===== src/bfth_pkg.sv =====
// Shared types, constants and hash step functions for the three-hash Bloom filter.
`timescale 1ns / 1ps
package bfth_pkg;

  localparam int HashW = 64;
  localparam int ByteW = 8;
  localparam int CntW  = 13;
  localparam int NumHash = 3;
  localparam int MinBits = 8;

  localparam logic [HashW-1:0] DjbSeed = 64'd5381;
  localparam logic [HashW-1:0] FnvSeed = 64'hCBF2_9CE4_8422_2325;
  localparam logic [HashW-1:0] RotSeed = 64'd0;
  localparam logic [CntW-1:0]  BitCountReset = 13'd4096;

  typedef enum logic [1:0] {
    MS_IDLE,
    MS_RUN,
    MS_HOLD
  } mod_state_e;

  typedef enum logic [1:0] {
    ST_CLEAR,
    ST_IDLE,
    ST_ACCESS,
    ST_FINISH
  } store_state_e;

  // handoff from the remainder unit to the bit store
  typedef struct packed {
    logic valid;
    logic op;
  } job_ctl_t;

  function automatic logic [HashW-1:0] djb_step(logic [HashW-1:0] h, logic [ByteW-1:0] b);
    djb_step = (h << 5) + h + {{(HashW-ByteW){1'b0}}, b};
  endfunction

  // (h ^ b) * 0x100000001B3, prime written as shifts: 2^40 + 2^8 + 2^7 + 2^5 + 2^4 + 2 + 1
  function automatic logic [HashW-1:0] fnv_step(logic [HashW-1:0] h, logic [ByteW-1:0] b);
    logic [HashW-1:0] x;
    x = h ^ {{(HashW-ByteW){1'b0}}, b};
    fnv_step = (x << 40) + (x << 8) + (x << 7) + (x << 5) + (x << 4) + (x << 1) + x;
  endfunction

  function automatic logic [HashW-1:0] rot_step(logic [HashW-1:0] h, logic [ByteW-1:0] b);
    rot_step = (h << 7) ^ (h >> 3) ^ {{(HashW-ByteW){1'b0}}, b};
  endfunction

endpackage


===== src/bfth_hash.sv =====
// Running hash registers, updated once per key byte.
`timescale 1ns / 1ps
module bfth_hash (
  input  logic                                   clk_i,
  input  logic                                   rst_ni,
  input  logic                                   accept_i,
  input  logic [bfth_pkg::ByteW-1:0]             key_byte_i,
  input  logic                                   key_last_i,
  output logic [bfth_pkg::NumHash-1:0][bfth_pkg::HashW-1:0] hash_o
);

  logic [bfth_pkg::HashW-1:0] djb_q, djb_d;
  logic [bfth_pkg::HashW-1:0] fnv_q, fnv_d;
  logic [bfth_pkg::HashW-1:0] rot_q, rot_d;

  always_comb begin
    djb_d = bfth_pkg::djb_step(djb_q, key_byte_i);
    fnv_d = bfth_pkg::fnv_step(fnv_q, key_byte_i);
    rot_d = bfth_pkg::rot_step(rot_q, key_byte_i);
  end

  assign hash_o[0] = djb_d;
  assign hash_o[1] = fnv_d;
  assign hash_o[2] = rot_d;

  always_ff @(posedge clk_i or negedge rst_ni) begin
    if (!rst_ni) begin
      djb_q <= bfth_pkg::DjbSeed;
      fnv_q <= bfth_pkg::FnvSeed;
      rot_q <= bfth_pkg::RotSeed;
    end else if (accept_i) begin
      if (key_last_i) begin
        djb_q <= bfth_pkg::DjbSeed;
        fnv_q <= bfth_pkg::FnvSeed;
        rot_q <= bfth_pkg::RotSeed;
      end else begin
        djb_q <= djb_d;
        fnv_q <= fnv_d;
        rot_q <= rot_d;
      end
    end
  end

endmodule


===== config.mk =====
export PLATFORM = sky130hd
export DESIGN_NAME = bfth_hash
export DESIGN_NICKNAME = d
export VERILOG_FILES = /design/src/bfth_pkg.sv /design/src/bfth_hash.sv
export SDC_FILE = /design/constraint.sdc
export NUM_CORES = 1
export LEC_CHECK = 0
export BUFFER_PORTS_ARGS = -buffer_cell sky130_fd_sc_hd__clkbuf_2
export CELL_PAD_IN_SITES_DETAIL_PLACEMENT = 2
export CELL_PAD_IN_SITES_GLOBAL_PLACEMENT = 2
export CORE_UTILIZATION = 39
export DETAILED_ROUTE_END_ITERATION = 8
export GPL_TIMING_DRIVEN = 0
export PLACE_DENSITY_LB_ADDON = 0.1
export SLEW_MARGIN = 5
export SYNTH_ARGS = -nofsm -noshare
export SYNTH_HDL_FRONTEND = slang
export SYNTH_SLANG_ARGS = --single-unit

===== constraint.sdc =====
create_clock -name clk_i -period 9.55 [get_ports clk_i]
set_clock_uncertainty 0.2 [all_clocks]
set_input_delay 1.4325 -clock clk_i [delete_from_list [all_inputs] [get_ports clk_i]]
set_output_delay 1.4325 -clock clk_i [all_outputs]
set_load 0.01 [all_outputs]

### Word level (Yosys, flattened, before mapping)

Cells that the tools add are included.

* input bits: 12
* output and inout port bits: 192
* word-level logic and storage cells: 17
* register bits after elaboration: 192

* bitwise logic cells: 3
* mux-type cells: 3
* add/sub/neg operators: 8

Operator list (number)
* adder 64 bit: 7
* two-way mux 64 bit: 3
* bitwise XOR 64 x 8 -> 64 bit: 2
* adder 64 x 8 -> 64 bit: 1
* bitwise XOR 64 x 61 -> 64 bit: 1

### Depth between registers and ports, before layout

* word-level depth: 8
* gate-level depth with buffers: 22

### Worst setup path before layout

OpenSTA, ideal clock, no wires.

* path kind: input to output
* start: in key_byte_i[0] in the netlist's numbering
* end: out hash_o[127] in the netlist's numbering
* path buffers: 0
* arrival time: 6.291 ns
* stages on the path: 20
* slack: 1.627 ns
* path through: xor2_1 xnor2_1 ha_1 inv_1 fa_1 inv_1 ha_1 ha_1 ha_1 fa_1 a211oi_1 o21ai_1 a41oi_1 o221a_2 nor2_1 a21oi_1 o21a_1 o21ai_1 a21oi_1 xnor2_1

RTL lines
* start: declaration: RTL line bfth_hash.sv:7 `input logic [bfth_pkg::ByteW-1:0] key_byte_i,`
* end: declaration: RTL line bfth_hash.sv:9 `output logic [bfth_pkg::NumHash-1:0][bfth_pkg::HashW-1:0] hash_o`

==> out/metrics.csv <==
stage;metric;value;unit
outcome;status;completed;
yosys;synth_edf_count;0;
die;die_x;243;um
yosys;syn-num-nets;2884;
yosys;yosys-top-cells-count;inv_1 (418), fa_1 (249), ha_1 (232), a21oi_1 (162), dfrtp_1 (159);
yosys;postSynthAreaPerCell;9.44;um2
cts;clk_latency;0.53;ns
routing;drt_wl_total;81900;um
yosys;synth_area_leader_cell;fa_1;
routing;ant_nets;0;
yosys;synth_top_cells_by_area;fa_1 (22%), dfrtp_1 (18%), ha_1 (13%);
routing;routedWlPerCell;24.2;um
worst_setup_path;critPathBufInv;4;
worst_setup_path;cp_slowest_stage_delay;0.58;ns
routing;vias;18600;
global_route;grt_pass1_vias;21700;
worst_setup_path;cp_common_cell;fa_1;
cts;cts_buffer_depth;2;
die;design.die.area;58800;um2
global_route;grt.total_usage;28.8;%
worst_setup_path;crit_path_end_kind;output pin;
yosys;async_flop_share;100;%
yosys;synth.distinct_cells;73;
min_path;hp-class;flop to flop;
worst_setup_path;cp_max_fo;6;
cells_and_area;insertedDiodeCount;0;
cts;root_buffer;clkbuf_16;
worst_setup_path;startpoint_type;input port;
cells_and_area;nFillCells;6228;
cells_and_area;nets;3107;
cts;clock_sinks;192;
die;core;56800;um2
placement;gp_congestion;0.878;
cts;cts_tree;built;
cells_and_area;multi_input_area;15900;um2
flow_run;drv_cap;0;
die;start_util;39.7;%
routing;wl_met2;42900;um
routing;top_layer;met4;
cells_and_area;syn_to_final_growth;12.5;%
cts;path_clk_slew;0.08;ns
yosys;synth_cells;2391;
global_route;grt_remaining_overflow;0;
timing;holdWs;0.321;ns
cells_and_area;ff_latch_area;4850;um2
timing;setup_viol;0;
yosys;ys_seq_elements;192;
cells_and_area;drive_above_1_share;12.0;%
cts;cts_buffers;17;
yosys;yosys.area.top_type_share;22.1;%
routing;first_iter_violations;692;
yosys;synth_seq_area_share;21.5;%
placement;dpl_cell_area;24600;um2
routing;vias_per_cell;5.50;
global_route;grt_first_pass_wirelength;129000;um
placement;dp_hpwl;68100;um
yosys;yosys.cell_count.top_type;inv_1;
worst_setup_path;crit_slowest_cell;a221oi_1;
timing;slew_violations;0;
yosys;syn_area;22600;um2
timing;final_hold_viol_count;0;
die;rows;87;
timing;period_share;98.0;%
yosys;ys.warnings.count;0;
routing;wl_met1;34000;um
global_route;grt_max_degree;77;
global_route;grt_antenna_before_repair;1;
worst_setup_path;arrival;7.73;ns
timing;grt_setup_unrepaired;no;
placement;place_inst;3351;
cells_and_area;instances_no_fill;3383;
routing;met3_length;2550;um
worst_setup_path;crit_family;compound AO/OA/AOI/OAI gates;
die;dieHeight;243;um
timing;fin_crit;9.36;ns
routing;firstDrtPassIters;5;
timing;setup_ws;0.191;ns
worst_setup_path;required;7.92;ns
yosys;synthFlopType;dfrtp_1;
worst_setup_path;path_class;input port to output pin;
timing;slew_headroom;10.3;%
timing;clock.fmax;107;MHz
cells_and_area;stdcell_area;25400;um2
routing;drc;0;
timing;worstMarginPinSlew;1.35;ns
placement;post-place-ws;-0.630;ns
placement;io_buffers;202;
worst_setup_path;worstPathCellList;clkbuf_2 -> xor2_4 -> inv_1 -> fa_1 -> inv_1 -> fa_1 -> fa_1 -> ha_1 -> ha_1 -> a2111oi_0 -> o21ai_0 -> a221oi_1 -> o21ai_1 -> a41oi_2 -> o41ai_2 -> a21o_1 -> a21oi_1 -> xnor2_1 -> clkbuf_2;
die;pin_count;204;
cts;ctsHtreeMaxLevel;4;
==> area by class of cell <==
| type | count | share of cell area [%] |
|---|---|---|
| Multi-Input combinational cell | 1677 | 62.6 |
| Sequential cell | 192 | 19.1 |
| Inverter | 420 | 6.21 |
| Timing Repair Buffer | 204 | 4.24 |
| Tap cell | 756 | 3.73 |
| Clock buffer | 17 | 1.68 |
| Buffer | 102 | 1.56 |
| Clock inverter | 15 | 0.932 |
==> layer usage <==
metal | vias up | track usage [%]
met3 | 101 | 4.02
met4 | 0 | 10.2
met2 | 275 | 52.2
met1 | 9766 | 34.4
li1 | 8453 | -
met5 | - | 0
==> logic make-up (layout without fill, tap and decap cells) <==
group                    Yosys count  after routing  share of synthesized area (%)
AO/OA/AOI/OAI                    628            628                           19.2
AND/OR/NAND/NOR                  363            363                           7.66
XOR/XNOR                         205            205                           7.96
adder cells (fa/ha/maj)          481            481                           35.0
buffers and inverters            522            758                           8.74
flip-flops                       192            192                           21.5
==> flip-flops by register name, summed over array words and instances (netlist names) <==
register  count
rot_q        64
fnv_q        64
djb_q        64
==> timing repair <==
item / CTS / global route
setup buffers: 0 / 0
gates resized for setup: 11 / 4
hold buffers: 0 / 0
endpoints found under the setup margin: 24 / 10
==> cell usage in the layout, fill, tap and decap left out, types with 92 or more instances in the layout <==
| master | n |
|---|---|
| inv_1 | 418 |
| clkbuf_2 | 202 |
| o21ai_0 | 99 |
| nand2_1 | 108 |
| xor2_1 | 106 |
| ha_1 | 232 |
| nor2_1 | 100 |
| fa_1 | 249 |
| a21oi_1 | 161 |
| clkbuf_1 | 94 |
| dfrtp_1 | 159 |
| xnor2_1 | 92 |
| a22o_1 | 118 |
==> path summary, 6_finish.rpt <==
check | from | cells after the start | to | slack (ns)
max | key_byte_i[6] | 19 | hash_o[124] | 0.19
min | fnv_q[51] | 1 | fnv_q[51] | 0.32
max reg2reg | fnv_q[4] | 18 | fnv_q[60] | 2.81
min reg2reg | fnv_q[51] | 1 | fnv_q[51] | 0.32
max in group asynchronous | rst_ni | 3 | fnv_q[21] | 7.32
min in group asynchronous | rst_ni | 1 | rot_q[15] | 0.63
==> per-stage QoR <==
stage / utilization, % / TNS (ns)
floorplan: - / 0
global placement: 43.2 / -2.52
detailed placement: 43.3 / -4.62
CTS: 44.6 / 0
global route: 44.7 / 0
finish: 44.7 / 0
Power is not shown: default switching activity piles up to over one toggle a cycle in this logic, so the estimate is an artifact.
