## config.mk

```make
export PLATFORM = sky130hd
export DESIGN_NAME = bfth_mod
export DESIGN_NICKNAME = d
export VERILOG_FILES = /design/src/bfth_pkg.sv /design/src/bfth_mod.sv
export SDC_FILE = /design/constraint.sdc
export NUM_CORES = 1
export LEC_CHECK = 0
export BUFFER_PORTS_ARGS = -buffer_cell sky130_fd_sc_hd__buf_2
export CAP_MARGIN = 20
export CORE_MARGIN = 1
export CORE_UTILIZATION = 60
export DETAILED_ROUTE_END_ITERATION = 8
export PLACE_DENSITY = 0.95
export SYNTH_ARGS = -nofsm -noshare
export SYNTH_HDL_FRONTEND = slang
export SYNTH_SLANG_ARGS = --single-unit
```

## constraint.sdc

```tcl
create_clock -name clk_i -period 7.56 [get_ports clk_i]
set_input_delay 2.268 -clock clk_i [delete_from_list [all_inputs] [get_ports clk_i]]
set_output_delay 2.268 -clock clk_i [all_outputs]
set_load 0.005 [all_outputs]
```

## src/bfth_pkg.sv

```systemverilog
// Shared types, constants and hash step functions for the three-hash Bloom filter.
`timescale 1ns / 1ps
package bfth_pkg;

  localparam int HashW = 64;
  localparam int ByteW = 8;
  localparam int CntW  = 13;
  localparam int NumHash = 3;
  localparam int MinBits = 8;

  localparam logic [HashW-1:0] DjbSeed = 64'd5381;
  localparam logic [HashW-1:0] FnvSeed = 64'hCBF2_9CE4_8422_2325;
  localparam logic [HashW-1:0] RotSeed = 64'd0;
  localparam logic [CntW-1:0]  BitCountReset = 13'd4096;

  typedef enum logic [1:0] {
    MS_IDLE,
    MS_RUN,
    MS_HOLD
  } mod_state_e;

  typedef enum logic [1:0] {
    ST_CLEAR,
    ST_IDLE,
    ST_ACCESS,
    ST_FINISH
  } store_state_e;

  // handoff from the remainder unit to the bit store
  typedef struct packed {
    logic valid;
    logic op;
  } job_ctl_t;

  function automatic logic [HashW-1:0] djb_step(logic [HashW-1:0] h, logic [ByteW-1:0] b);
    djb_step = (h << 5) + h + {{(HashW-ByteW){1'b0}}, b};
  endfunction

  // (h ^ b) * 0x100000001B3, prime written as shifts: 2^40 + 2^8 + 2^7 + 2^5 + 2^4 + 2 + 1
  function automatic logic [HashW-1:0] fnv_step(logic [HashW-1:0] h, logic [ByteW-1:0] b);
    logic [HashW-1:0] x;
    x = h ^ {{(HashW-ByteW){1'b0}}, b};
    fnv_step = (x << 40) + (x << 8) + (x << 7) + (x << 5) + (x << 4) + (x << 1) + x;
  endfunction

  function automatic logic [HashW-1:0] rot_step(logic [HashW-1:0] h, logic [ByteW-1:0] b);
    rot_step = (h << 7) ^ (h >> 3) ^ {{(HashW-ByteW){1'b0}}, b};
  endfunction

endpackage

```

## src/bfth_mod.sv

```systemverilog
// Three-lane bit-serial remainder unit: hash mod effective bit count.
`timescale 1ns / 1ps
module bfth_mod #(
  parameter int MAX_BITS = 4096
) (
  input  logic                                   clk_i,
  input  logic                                   rst_ni,
  input  logic                                   start_i,
  input  logic                                   op_i,
  input  logic [bfth_pkg::CntW-1:0]              filter_len_i,
  input  logic [bfth_pkg::NumHash-1:0][bfth_pkg::HashW-1:0] hash_i,
  output logic                                   ready_o,
  output bfth_pkg::job_ctl_t                     job_o,
  output logic [bfth_pkg::NumHash-1:0][$clog2(MAX_BITS)-1:0] idx_o,
  input  logic                                   take_i
);

  localparam int IdxW = $clog2(MAX_BITS);
  localparam int NW   = $clog2(MAX_BITS + 1);
  localparam int StepW = $clog2(bfth_pkg::HashW);

  bfth_pkg::mod_state_e state_q, state_d;
  logic [StepW-1:0] step_q;
  logic [NW-1:0]    n_q, n_eff;
  logic             op_q;
  logic [bfth_pkg::NumHash-1:0][bfth_pkg::HashW-1:0] val_q;
  logic [bfth_pkg::NumHash-1:0][NW-1:0] rem_q, rem_d;
  logic [NW:0] trial [bfth_pkg::NumHash];

  always_comb begin
    if ({19'd0, filter_len_i} < 32'(bfth_pkg::MinBits)) begin
      n_eff = NW'(bfth_pkg::MinBits);
    end else if ({19'd0, filter_len_i} > 32'(MAX_BITS)) begin
      n_eff = NW'(MAX_BITS);
    end else begin
      n_eff = NW'(filter_len_i);
    end
  end

  // restoring step: remainder stays below n, shifted value below 2n
  always_comb begin
    for (int k = 0; k < bfth_pkg::NumHash; k++) begin
      trial[k] = {rem_q[k], val_q[k][bfth_pkg::HashW-1]};
      if (trial[k] >= {1'b0, n_q}) begin
        rem_d[k] = NW'(trial[k] - {1'b0, n_q});
      end else begin
        rem_d[k] = NW'(trial[k]);
      end
    end
  end

  always_comb begin
    state_d = state_q;
    unique case (state_q)
      bfth_pkg::MS_IDLE: if (start_i) state_d = bfth_pkg::MS_RUN;
      bfth_pkg::MS_RUN:  if (step_q == StepW'(bfth_pkg::HashW - 1)) state_d = bfth_pkg::MS_HOLD;
      bfth_pkg::MS_HOLD: if (take_i) state_d = bfth_pkg::MS_IDLE;
      default:           state_d = bfth_pkg::MS_IDLE;
    endcase
  end

  always_ff @(posedge clk_i or negedge rst_ni) begin
    if (!rst_ni) begin
      state_q <= bfth_pkg::MS_IDLE;
      step_q  <= '0;
    end else begin
      state_q <= state_d;
      if (state_q == bfth_pkg::MS_RUN) begin
        step_q <= step_q + 1'b1;
      end else begin
        step_q <= '0;
      end
    end
  end

  always_ff @(posedge clk_i) begin
    if (state_q == bfth_pkg::MS_IDLE && start_i) begin
      val_q <= hash_i;
      rem_q <= '0;
      n_q   <= n_eff;
      op_q  <= op_i;
    end else if (state_q == bfth_pkg::MS_RUN) begin
      for (int k = 0; k < bfth_pkg::NumHash; k++) begin
        val_q[k] <= val_q[k] << 1;
      end
      rem_q <= rem_d;
    end
  end

  assign ready_o     = (state_q == bfth_pkg::MS_IDLE);
  assign job_o.valid = (state_q == bfth_pkg::MS_HOLD);
  assign job_o.op    = op_q;

  always_comb begin
    for (int k = 0; k < bfth_pkg::NumHash; k++) begin
      idx_o[k] = rem_q[k][IdxW-1:0];
    end
  end

  a_idx_in_range: assert property (@(posedge clk_i) disable iff (!rst_ni)
    job_o.valid |-> (rem_q[0] < n_q) && (rem_q[1] < n_q) && (rem_q[2] < n_q))
    else $error("remainder not below bit count");

  a_no_start_busy: assert property (@(posedge clk_i) disable iff (!rst_ni)
    start_i |-> ready_o)
    else $error("key end while remainder unit busy");

endmodule

```

* Word-level counts from Yosys, hierarchy flattened *
Cells that the tools add are included.

cells by class
  reduce and logical (&&, ||, !) cells = 5
  add/subtract/negate cells = 4
  equality and inequality tests = 6
  muxes and demuxes = 11
  magnitude comparators = 5

operator list
  operator                count
  $mux W192               2
  $mux W13                4
  $ge A14 B13 Y1          3
  $sub A13 B13 Y13        3
  $gt A13 B13 Y1 const B  1
  $lt A13 B4 Y1 const B   1
  $add A6 B1 Y6 const B   1
  $eq A6 B6 Y1 const B    1
  $mux W2                 3
  $mux W6                 1
  $pmux W2 S3             1
  $ne A2 B2 Y1 const B    2
  $reduce_and A3 Y1       1
  $eq A2 B1 Y1 const B    1
  $eq A2 B2 Y1 const B    1
  $logic_not A2 Y1        1
  $ne A2 B1 Y1 const B    1
  $reduce_bool A2 Y1      1
  $reduce_or A2 Y1        1
  $logic_and A1 B1 Y1     1

word-level totals
  output and inout bits = 39
  register bits = 253
  input port bits = 210
  word-level logic and storage cells = 42

* Depth between registers and ports, before layout *
Gate-level depths: netlist of run 1.

  depth in word-level cells = 3
  mapped depth = 12

* Least setup slack after synthesis of run 1 *
OpenSTA, ideal clock, no wires.

  kind = in2reg
  from = input port start_i
  to = register val_q, in the netlist trial[0], enable pin
  data arrival time = 6,267 ps
  stages on the path = 4
  required time = 7,016 ps
  setup slack = 750 ps
  path buffers = 0
  cell sequence = nand2_1 -> inv_1 -> nor2_1 -> inv_1

on the way
  cells in the longest elaborated chain, start to end = 2

RTL lines
  item                                 line            source
  from (decl)                          bfth_mod.sv:8   input logic start_i,
  $logic_and A1 B1 Y1                  bfth_mod.sv:77  if (state_q == bfth_pkg::MS_IDLE && start_i) begin
  $reduce_bool A2 Y1 (no source line)  n/a
  to (signal assigned)                 bfth_mod.sv:78  val_q <= hash_i;
  to (signal, indexed assignment)      bfth_mod.sv:84  val_q[k] <= val_q[k] << 1;
  to (decl)                            bfth_mod.sv:26  logic [bfth_pkg::NumHash-1:0][bfth_pkg::HashW-1:0] val_q;

Every way passes these cells.
A chain may end at the register's enable or synchronous reset.

* Worst setup path in the final report of run 1 *
  from = input port start_i
  to = register val_q[88] (netlist name), enable pin

The elaborated chain is that of the path after synthesis.

==> results.cfg, run 1 <==
[min_path]
worstHoldStart = step_q[0]$_DFF_PN0_
hold_path_depth = 1
min_path_type = flip-flop to flip-flop

[worst_setup_path]
critPathCaptureType = flip-flop
arrival_ns = 4.99
reg2reg_depth = 6
cp_data_required_time_ns = 7.76
r2r_start = state_q[0]$_DFFE_PN0P_
crit_path_start = start_i
critical_path.startpoint_type = input pin
criticalPathCategory = input pin to flip-flop
cp_max_fo = 132

[clock_network]
cts_hold_buf = 0
cts_resized = 0
clk_pin_slew_worst_paths_ns = 0.06
clock_tree.htree_level_count = 1
clock_latency_ns = 0.53
cts-root-buf = clkbuf_16
cts_tree = done
cts_made_buffers = 27
clockBufferDepth = 3
post_cts_buffers = 0
clock-sinks = 253

[placed_design]
place_congestion = 0.9044
hpwl_mm = 21.02
placedInstanceArea_um2 = 13790
port_buffers = 248

[synthesis]
ys_ff_latch = 253
synthArstFlopShare = 0.03162
synth_nets = 1578
synth_seq_area_share = 0.5671
ys_warn_count = 0
syn_area_um2 = 12640
synth_ff_type = edfxtp_1
yosys.cell_types.count = 58
synth_edf_count = 206
avgSynthCellArea_um2 = 9.538
postSynthCellCount = 1325

[route]
dr.pass1.iters = 6
route.detailed.drc = 0
drt_iter0_markers = 886
vias = 10280
drt-vias-per-instance = 5.675
ant_nets = 0
avgRoutedWirePerCell_um = 17.29
routed_wl_mm = 31.31

[floorplan]
core_area_um2 = 20430
io_pins = 249
die_area_um2 = 21650
start_util = 0.6186
dieWidth_um = 147.1
num_rows = 52
die_h_um = 147.1

[flow_run]
cap_violations = 0

[finish]
syn2layout_area_growth_pct = 15.84
seqCellArea_um2 = 7167
nets = 1769
multi_input_area_um2 = 4861
fillers = 1358
drive_gt1_frac = 0.2043
design_area_um2 = 14640

[grt]
grt_pass1_vias = 10020
grt_pass1_wl_mm = 48.83
grt_use_total = 0.2857
grt_max_degree = 133
grt_overflow = 0
antenna_found_initial = 5

[sta]
setup_viol = 0
grt_setup_unrepaired = false
tns_ns = 0
fin_skew_ns = 0.01167
period_needed_ns = 4.789
slew_viol_final = 0
fin_crit_sh = 0.6335
slew_headroom = 0.3638
hold_viol = 0
worstMarginPinSlew_ns = 0.9543
fmax_mhz = 208.8

[pwr]
powerDensity_nw_per_um2 = 193.2
peakVddDrop_v = 0.0002015
p_leak_uw = 0.007081

[outcome]
status = completed
-- sequential cells by signal (all words and copies together), names as in the netlist --
signal / count
val_q: 189
idx_o: 36
n_q: 13
step_q: 6
rem_q: 3
trial: 3
state_q: 2
op_q: 1
-- cells in the final DEF (no fill, tap or decap), types with 8 or more instances in the layout --
cell type,synthesis,layout
ha_1,40,40
a21oi_1,26,26
xor2_1,14,14
a32oi_1,11,11
edfxtp_1,206,206
o21ai_0,32,32
nand2_1,613,612
clkbuf_1,49,11
nor2_1,22,21
inv_1,25,23
dfxtp_1,39,39
mux2i_1,17,17
o21ai_1,11,11
and2_1,11,11
xnor2_1,15,15
clkbuf_16,0,27
and3_1,9,9
buf_4,38,10
nor2b_1,10,9
nand3_1,20,20
nand2b_1,9,9
dfrtp_1,8,8
buf_2,6,248
a21o_1,8,8
-- report_power, final --
group / switching [uW] / leakage (uW) / internal, uW / total (uW)
Clock: 535 / 0.000403 / 741 / 1280
Sequential: 0 / 0.00270 / 1490 / 1490
Combinational: 26.2 / 0.00398 / 40.9 / 67.1
-- layer usage --
| metal | track usage | share of wire | vias up |
|---|---|---|---|
| met5 | 0 | 0 | - |
| met4 | 0.1247 | 0.040 | 0 |
| met1 | 0.3505 | 0.37 | 4804 |
| li1 | - | - | 4832 |
| met2 | 0.4906 | 0.49 | 551 |
| met3 | 0.05621 | 0.093 | 90 |
-- synthesized netlist by cell type (all sizes together), types with 2 or more instances --
cell type	n	area share
edfxtp	206	0.49
buf	47	0.027
o21bai	5	0.0030
nand4	5	0.0025
or3	5	0.0025
a21o	8	0.0048
nand3	20	0.0079
a21oi	27	0.011
a211oi	5	0.0042
o211ai	3	0.0018
xnor2	15	0.010
inv	25	0.0074
o31a	3	0.0021
nor2	22	0.0065
o21a	4	0.0024
a31oi	7	0.0035
ha	40	0.040
a211o	3	0.0021
and3	9	0.0045
nor4	2	0.00099
nor3	4	0.0016
o21ai	43	0.017
mux2	2	0.0018
o31ai	4	0.0024
o311ai	10	0.0081
xor2	14	0.0097
a32oi	11	0.0076
clkbuf	49	0.015
or2	4	0.0020
mux2i	17	0.013
dfxtp	39	0.062
fa	3	0.0048
nand2b	9	0.0045
dfrtp	8	0.016
nand2	613	0.18
and2	14	0.0073
nor2b	10	0.0050
-- logic make-up (layout without fill, tap and decap cells) --
family          count (synthesis)  count (layout)  synth area share
compound gates                141             141           0.07544
simple gates                  719             719            0.2285
buf+inv                       121             333           0.04930
mux                            19              19           0.01525
xor+xnor                       29              29           0.02010
other cells                     0               4                 0
fa+ha+maj                      43              43           0.04435
flops                         253             253            0.5671
-- worst max-delay path, stage by stage --
cell and delay [ns]:
buf_2 0.14, nand2_4 0.30, inv_6 0.79, nor2_2 0.14
inv_6 0.70, buf_4 0.49
-- final timing paths --
kind,to,slack [ns]
worst max-delay path,val_q[88]$_DFFE_PP_,2.77
worst min-delay path,step_q[0]$_DFF_PN0_,0.46
worst max register to register,val_q[88]$_DFFE_PP_,3.57
worst min register to register,step_q[0]$_DFF_PN0_,0.46
max in group asynchronous,state_q[1]$_DFFE_PN0P_,5.82
min in group asynchronous,step_q[5]$_DFF_PN0_,1.57
-- stage by stage --
step           power (uW)    util  hold WS, ns  setup WS [ns]  instances
6_report             2829  0.7166       0.4608          2.771       1811
5_1_grt              2895  0.7163       0.4958          2.563       1808
3_3_place_gp         1581  0.6748       0.4448          2.324       1757
2_1_floorplan        1520       -       0.4331         0.7495       1325
4_1_cts              2841  0.7161       0.4645          2.807       1807
3_5_place_dp         1581  0.6748       0.4570          2.243       1757
-- layout make-up --
class	instances	share of cell area
clock buffer	39	0.04991
clock inverter	11	0.007777
inverter	25	0.007093
sequential	253	0.4895
tap	270	0.02307
timing repair buffer	258	0.08991
antenna	4	0.0006837
multi-input combinational	951	0.3320
No activity file was read; power rests on OpenSTA's default activity.
==> inputs of run 2 (changes only) <==
--- a/config.mk
+++ b/config.mk
@@ -8,9 +8,9 @@
 export BUFFER_PORTS_ARGS = -buffer_cell sky130_fd_sc_hd__buf_2
 export CAP_MARGIN = 20
 export CORE_MARGIN = 1
-export CORE_UTILIZATION = 60
+export CORE_UTILIZATION = 50
 export DETAILED_ROUTE_END_ITERATION = 8
-export PLACE_DENSITY = 0.95
+export PLACE_DENSITY = 0.88
 export SYNTH_ARGS = -nofsm -noshare
 export SYNTH_HDL_FRONTEND = slang
 export SYNTH_SLANG_ARGS = --single-unit
==> constraint.sdc (replaced) <==
create_clock -name clk_i -period 3.8 [get_ports clk_i]
set_input_delay 1.14 -clock clk_i [delete_from_list [all_inputs] [get_ports clk_i]]
set_output_delay 1.14 -clock clk_i [all_outputs]
set_load 0.005 [all_outputs]
==> results.cfg, run 2 (synthesis gave the netlist of run 1 again) <==
[pwr]
p_leak_uw = 0.007163
powerDensity_nw_per_um2 = 404.0
peakVddDrop_v = 0.0004109

[route]
drt_iter0_markers = 950
routed_wl_mm = 30.48
ant_nets = 0
drt-vias-per-instance = 5.363
dr.pass1.iters = 7
avgRoutedWirePerCell_um = 16.28
route.detailed.drc = 0
vias = 10040

[grt]
antenna_found_initial = 14
grt_pass1_vias = 9762
use_met1 = 0.2915
grt_pass1_wl_mm = 47.91
grtUsageMet2 = 0.3801
grt_overflow = 0
use_met3 = 0.06112
grt_use_total = 0.2309
busiest_layer = met2
grt_max_degree = 205

[finish]
syn2layout_area_growth_pct = 18.12
mostFrequentLayoutCells = 612 x nand2_1, 248 x buf_2, 206 x edfxtp_1
largest_register_ff_count = 189
utilization = 0.6085
nets = 1768
fillers = 2032
multi_input_area_um2 = 4875
regMostFlops = val_q
layout_commonest_cell = nand2_1
drive_gt1_frac = 0.2101
seqCellArea_um2 = 7167

[sta]
hold_ws_ns = 0.4077
fmax_mhz = 338.9
fin_crit_sh = 0.7765
hold_viol = 0
grt_setup_unrepaired = false
period_needed_ns = 2.951
slew_viol_final = 0
fin_skew_ns = 0.03244
slew_headroom = 0.2394
worstMarginPinSlew_ns = 1.141
setup_viol = 0

[clock_network]
clock_latency_ns = 0.56
clock_tree.htree_level_count = 1
clockBufferDepth = 3
post_cts_buffers = 0
cts_hold_buf = 0
cts_tree = done
clk_pin_slew_worst_paths_ns = 0.06
cts-root-buf = clkbuf_16
cts_made_buffers = 28
clock-sinks = 253
cts_resized = 0

[placed_design]
hpwl_mm = 20.70
place_congestion = 0.9758
port_buffers = 248

[worst_setup_path]
critPathCaptureType = flip-flop
r2r_start = n_q[2]$_SDFFCE_PP0P_
criticalPathCategory = flip-flop to flip-flop
cp_max_fo = 11
arrival_ns = 3.33
critPathSlowestCell = a211oi_2
critical_path.startpoint_type = flip-flop
cp_data_required_time_ns = 4.18
cpPeakStageDelay_ns = 0.66
crit_chain = inv_1 > ha_1 > and2_2 > a311oi_1 > o31ai_1 > a211oi_2 > buf_4 > mux2i_1 > o21ai_1
crit_path_start = n_q[2]$_SDFFCE_PP0P_

[floorplan]
start_util = 0.5151
num_rows = 57
dieWidth_um = 161.0
die_h_um = 161.0
core_area_um2 = 24530
io_pins = 249
die_area_um2 = 25920

[outcome]
status = completed

[min_path]
min_path_type = input pin to async pin

[flow_run]
cap_violations = 0
[run 2: cell types whose count changed in the layout (fill, tap and decap cells not counted), moves of 3 or more]
cell and delta:
clkinv_4 +3, bufinv_16 +4, diode_2 +7, clkinv_2 +3, buf_12 +3, buf_4 -5
clkbuf_1 -10
[run 2: path summary, 6_finish.rpt]
kind,end,slack [ns],cells past startpoint
min in group clk_i,step_q[0]$_DFF_PN0_,0.47,1
max,idx_o[31]$_SDFFE_PP0P_,0.85,9
max reg2reg,idx_o[31]$_SDFFE_PP0P_,0.85,9
min reg2reg,step_q[0]$_DFF_PN0_,0.47,1
min,step_q[1]$_DFF_PN0_,0.41,1
max in group asynchronous,step_q[2]$_DFF_PN0_,3.20,1
[run 2: per-layer routing]
metal | up-vias | share of wire
met5 | - | 0.0019
met1 | 4679 | 0.40
met2 | 445 | 0.47
li1 | 4829 | -
met3 | 77 | 0.090
met4 | 10 | 0.035
[run 2: final cells by class]
cell class | count | share of cell area
clock inverter | 23 | 0.02062
clock buffer | 29 | 0.04719
timing repair buffer | 256 | 0.08968
multi-input combinational | 951 | 0.3265
antenna | 11 | 0.001844
tap | 324 | 0.02716
inverter | 25 | 0.006873
sequential | 253 | 0.4801
[run 2: where the power goes]
part | internal, uW | total, uW | switching, uW
logic | 81.2 | 130 | 49.1
clock network | 1770 | 2940 | 1170
registers | 2960 | 2960 | 0
total | 4810 | 6030 | 1220
[run 2: critical path: cells and delay by family, from the launching register on]
family / cells / cell delay [ns]
adders and majority gates: 1 / 0.31
muxes: 1 / 0.21
and+or+nand+nor: 1 / 0.21
buffers and inverters: 2 / 0.49
DFF: 1 / 0.35
AOI/OAI and AO/OA: 4 / 1.21
[run 2: metrics by stage]
stage | cells | power (uW) | setup TNS [ns] | area (um^2) | setup slack [ns]
after detailed placement | 1809 | 3145 | 0 | 13890 | 0.9027
after global placement | 1809 | 3145 | 0 | 13890 | 0.9887
after floorplan | 1325 | 3025 | -174.49 | 12670 | -0.9047
final | 1872 | 6031 | 0 | 14930 | 0.8492
after CTS | 1861 | 6066 | 0 | 14900 | 0.8699
after global routing | 1869 | 6170 | 0 | 14920 | 0.6457
==> inputs of run 3 (changes only) <==
--- a/config.mk
+++ b/config.mk
@@ -5,12 +5,13 @@
 export SDC_FILE = /design/constraint.sdc
 export NUM_CORES = 1
 export LEC_CHECK = 0
+export ABC_AREA = 1
 export BUFFER_PORTS_ARGS = -buffer_cell sky130_fd_sc_hd__buf_2
 export CAP_MARGIN = 20
 export CORE_MARGIN = 1
-export CORE_UTILIZATION = 50
+export CORE_UTILIZATION = 57
 export DETAILED_ROUTE_END_ITERATION = 8
-export PLACE_DENSITY = 0.88
+export PLACE_DENSITY = 0.93
 export SYNTH_ARGS = -nofsm -noshare
 export SYNTH_HDL_FRONTEND = slang
 export SYNTH_SLANG_ARGS = --single-unit
==> constraint.sdc (replaced) <==
create_clock -name clk_i -period 2.9 [get_ports clk_i]
set_input_delay 0.87 -clock clk_i [delete_from_list [all_inputs] [get_ports clk_i]]
set_output_delay 0.87 -clock clk_i [all_outputs]
set_load 0.005 [all_outputs]
==> results.cfg, run 3 <==
[floorplan]
die_h_um = 157.8
num_rows = 56
core_area_um2 = 23610
die_area_um2 = 24910
io_pins = 249
dieWidth_um = 157.8
start_util = 0.5862

[grt]
grt_pass1_wl_mm = 54.70
grt_use_total = 0.2818
grt_overflow = 0
antenna_found_initial = 10
grt_pass1_vias = 11310
grt_max_degree = 204

[placed_design]
dp_slack_ns = 0.4980
place_congestion = 0.9464
hpwl_mm = 24.13
dp_cells = 2188
placedInstanceArea_um2 = 15130
port_buffers = 248

[route]
drt-vias-per-instance = 5.245
routed_wl_mm = 34.81
avgRoutedWirePerCell_um = 15.51
dr.pass1.iters = 7
drt_iter0_markers = 1164
vias = 11780
route.detailed.drc = 0
ant_nets = 0

[worst_setup_path]
critPathCaptureType = primary output
cp_data_required_time_ns = 2.03
cp.buffers_inverters = 1
critical_path.startpoint_type = flip-flop
cpPeakStageDelay_ns = 0.44
critPathSlowestCell = dfrtp_1
cp_max_fo = 4
crit_family = flip-flops
criticalPathCategory = flip-flop to primary output
arrival_ns = 1.48
crit_chain = nor2_1 > buf_2

[finish]
largest_register_ff_count = 189
nets = 2151
layout_commonest_cell = nand2_1
regMostFlops = val_q
layout.cells.non_filler = 2245
syn2layout_area_growth_pct = 15.99
design_area_um2 = 16060
drive_gt1_frac = 0.1955
mostFrequentLayoutCells = 856 x nand2_1, 248 x buf_2, 206 x edfxtp_1

[synthesis]
postSynthCellCount = 1703
ys_warn_count = 0
syn_area_um2 = 13840
synth_top_cell_by_area = edfxtp_1
synth_nets = 1956
synth_edf_count = 206
synth_ff_type = edfxtp_1
synth_top_area_frac = 0.4469
synth.most_common_cell = nand2_1
ys_ff_latch = 253
synth_seq_area_share = 0.5178
ys_top_cells_by_count = 857 x nand2_1, 206 x edfxtp_1, 177 x inv_1
avgSynthCellArea_um2 = 8.128
yosys.cell_types.count = 39
netlist_top_cells_area = edfxtp_1 45%, nand2_1 23%, dfxtp_1 5.6%, inv_1 4.8%, ha_1 3.6%
synthArstFlopShare = 0.03162

[clock_network]
cts_resized = 0
cts_made_buffers = 27
clock-sinks = 253
clock_latency_ns = 0.54
clk_pin_slew_worst_paths_ns = 0.06
cts_hold_buf = 0
cts_tree = done
clock_tree.htree_level_count = 1
cts-root-buf = clkbuf_16
post_cts_buffers = 0
clockBufferDepth = 3

[sta]
grt_setup_unrepaired = false
slew_headroom = 0.3601
hold_viol = 0
fmax_mhz = 425.6
setup_slack_ns = 0.5506
fin_skew_ns = 0.01144
worstMarginPinSlew_ns = 0.9599
period_needed_ns = 2.349
setup_viol = 0
slew_viol_final = 0
fin_crit_sh = 0.8101

[pwr]
pwr-share-seq = 0.513
p_sw_frac = 0.2011
power_frac_comb = 0.024
p_int_uw = 6039
p_leak_uw = 0.008542
peakVddDrop_v = 0.0004233
power_uw = 7559
netSwitchingPower_uw = 1520
powerDensity_nw_per_um2 = 470.8
pwr-share-clk = 0.464

[min_path]
min_path_type = input pin to async pin

[flow_run]
cap_violations = 0

[outcome]
status = completed
## run 3: cell types whose count changed in the layout (fill, tap and decap cells not counted), moves of 12 or more
| cell | previous run | this run |
|---|---|---|
| nand2_2 | 0 | 15 |
| inv_2 | 0 | 12 |
| inv_1 | 23 | 176 |
| nand2_1 | 612 | 856 |
| nor2_1 | 21 | 54 |
| mux2i_1 | 17 | 0 |
| a21oi_1 | 26 | 13 |
| nand3_1 | 20 | 65 |
| o21ai_0 | 32 | 3 |
| nand4_1 | 5 | 39 |
| nand3_2 | 0 | 13 |
## run 3: final timing paths
kind                       slack [ns]                   start  cells past startpoint                      to
max                              0.55  state_q[1]$_DFFE_PN0P_                      2                 ready_o
min reg2reg                      0.47     step_q[0]$_DFF_PN0_                      1     step_q[0]$_DFF_PN0_
min in group clk_i               0.47     step_q[0]$_DFF_PN0_                      1     step_q[0]$_DFF_PN0_
max in group asynchronous        2.56                  rst_ni                      1     step_q[5]$_DFF_PN0_
max reg2reg                      0.65    n_q[1]$_SDFFCE_PP0P_                     10   idx_o[0]$_SDFFE_PP0P_
min                              0.17                  rst_ni                      1  state_q[1]$_DFFE_PN0P_
## run 3: worst reg2reg max path: stages, from the launching register on
cell,delay [ns]
edfxtp_1,0.51
inv_1,0.18
ha_1,0.33
nand2_1,0.11
nand3b_1,0.13
nor2_2,0.05
nor2_4,0.26
nand3_4,0.27
nand2_1,0.12
nand2_1,0.06
o21ai_1,0.15
## run 3: layer usage
metal / track usage / wire (um) / vias up
met5: 0 / 27 / -
met2: 0.4609 / 16650 / 632
met1: 0.3577 / 13260 / 5275
met4: 0.1368 / 1635 / 4
met3: 0.05667 / 3234 / 125
li1: - / - / 5739
## run 3: layout make-up
cell class,instances,area (um^2)
clock buffer,33,728.2
antenna,8,20.02
sequential,253,7167
clock inverter,16,175.2
fill,1770,7557
inverter,190,721.9
tap,319,399.1
multi-input combinational,1169,5448
timing repair buffer,257,1396
## run 3: stage by stage
step	utilization	setup TNS, ns	hold slack, ns
floorplan	-	-304.30	0.4321
detailed placement	0.6408	0	0.4672
global placement	0.6408	0	0.4529
CTS	0.6791	0	0.1566
finish	0.6799	0	0.1685
global route	0.6796	0	0.1604
## run 3: power by group through the flow
stage / combinational (uW) / sequential, uW / clock (uW)
after floorplan: 12.4 / 3950 / 0
after global placement: 171 / 3950 / 0
after detailed placement: 173 / 3950 / 0
after CTS: 175 / 3870 / 3550
after global routing: 189 / 3870 / 3690
final: 178 / 3870 / 3510
## run 3: kinds of logic after synthesis
group / after synthesis / synth area share
xor gates and xnor gates: 19 / 0.01202
AOI/OAI and AO/OA: 37 / 0.01672
and+or+nand+nor: 1070 / 0.3222
adders and majority gates: 43 / 0.04050
buffers and inverters: 281 / 0.09075
DFF: 253 / 0.5178
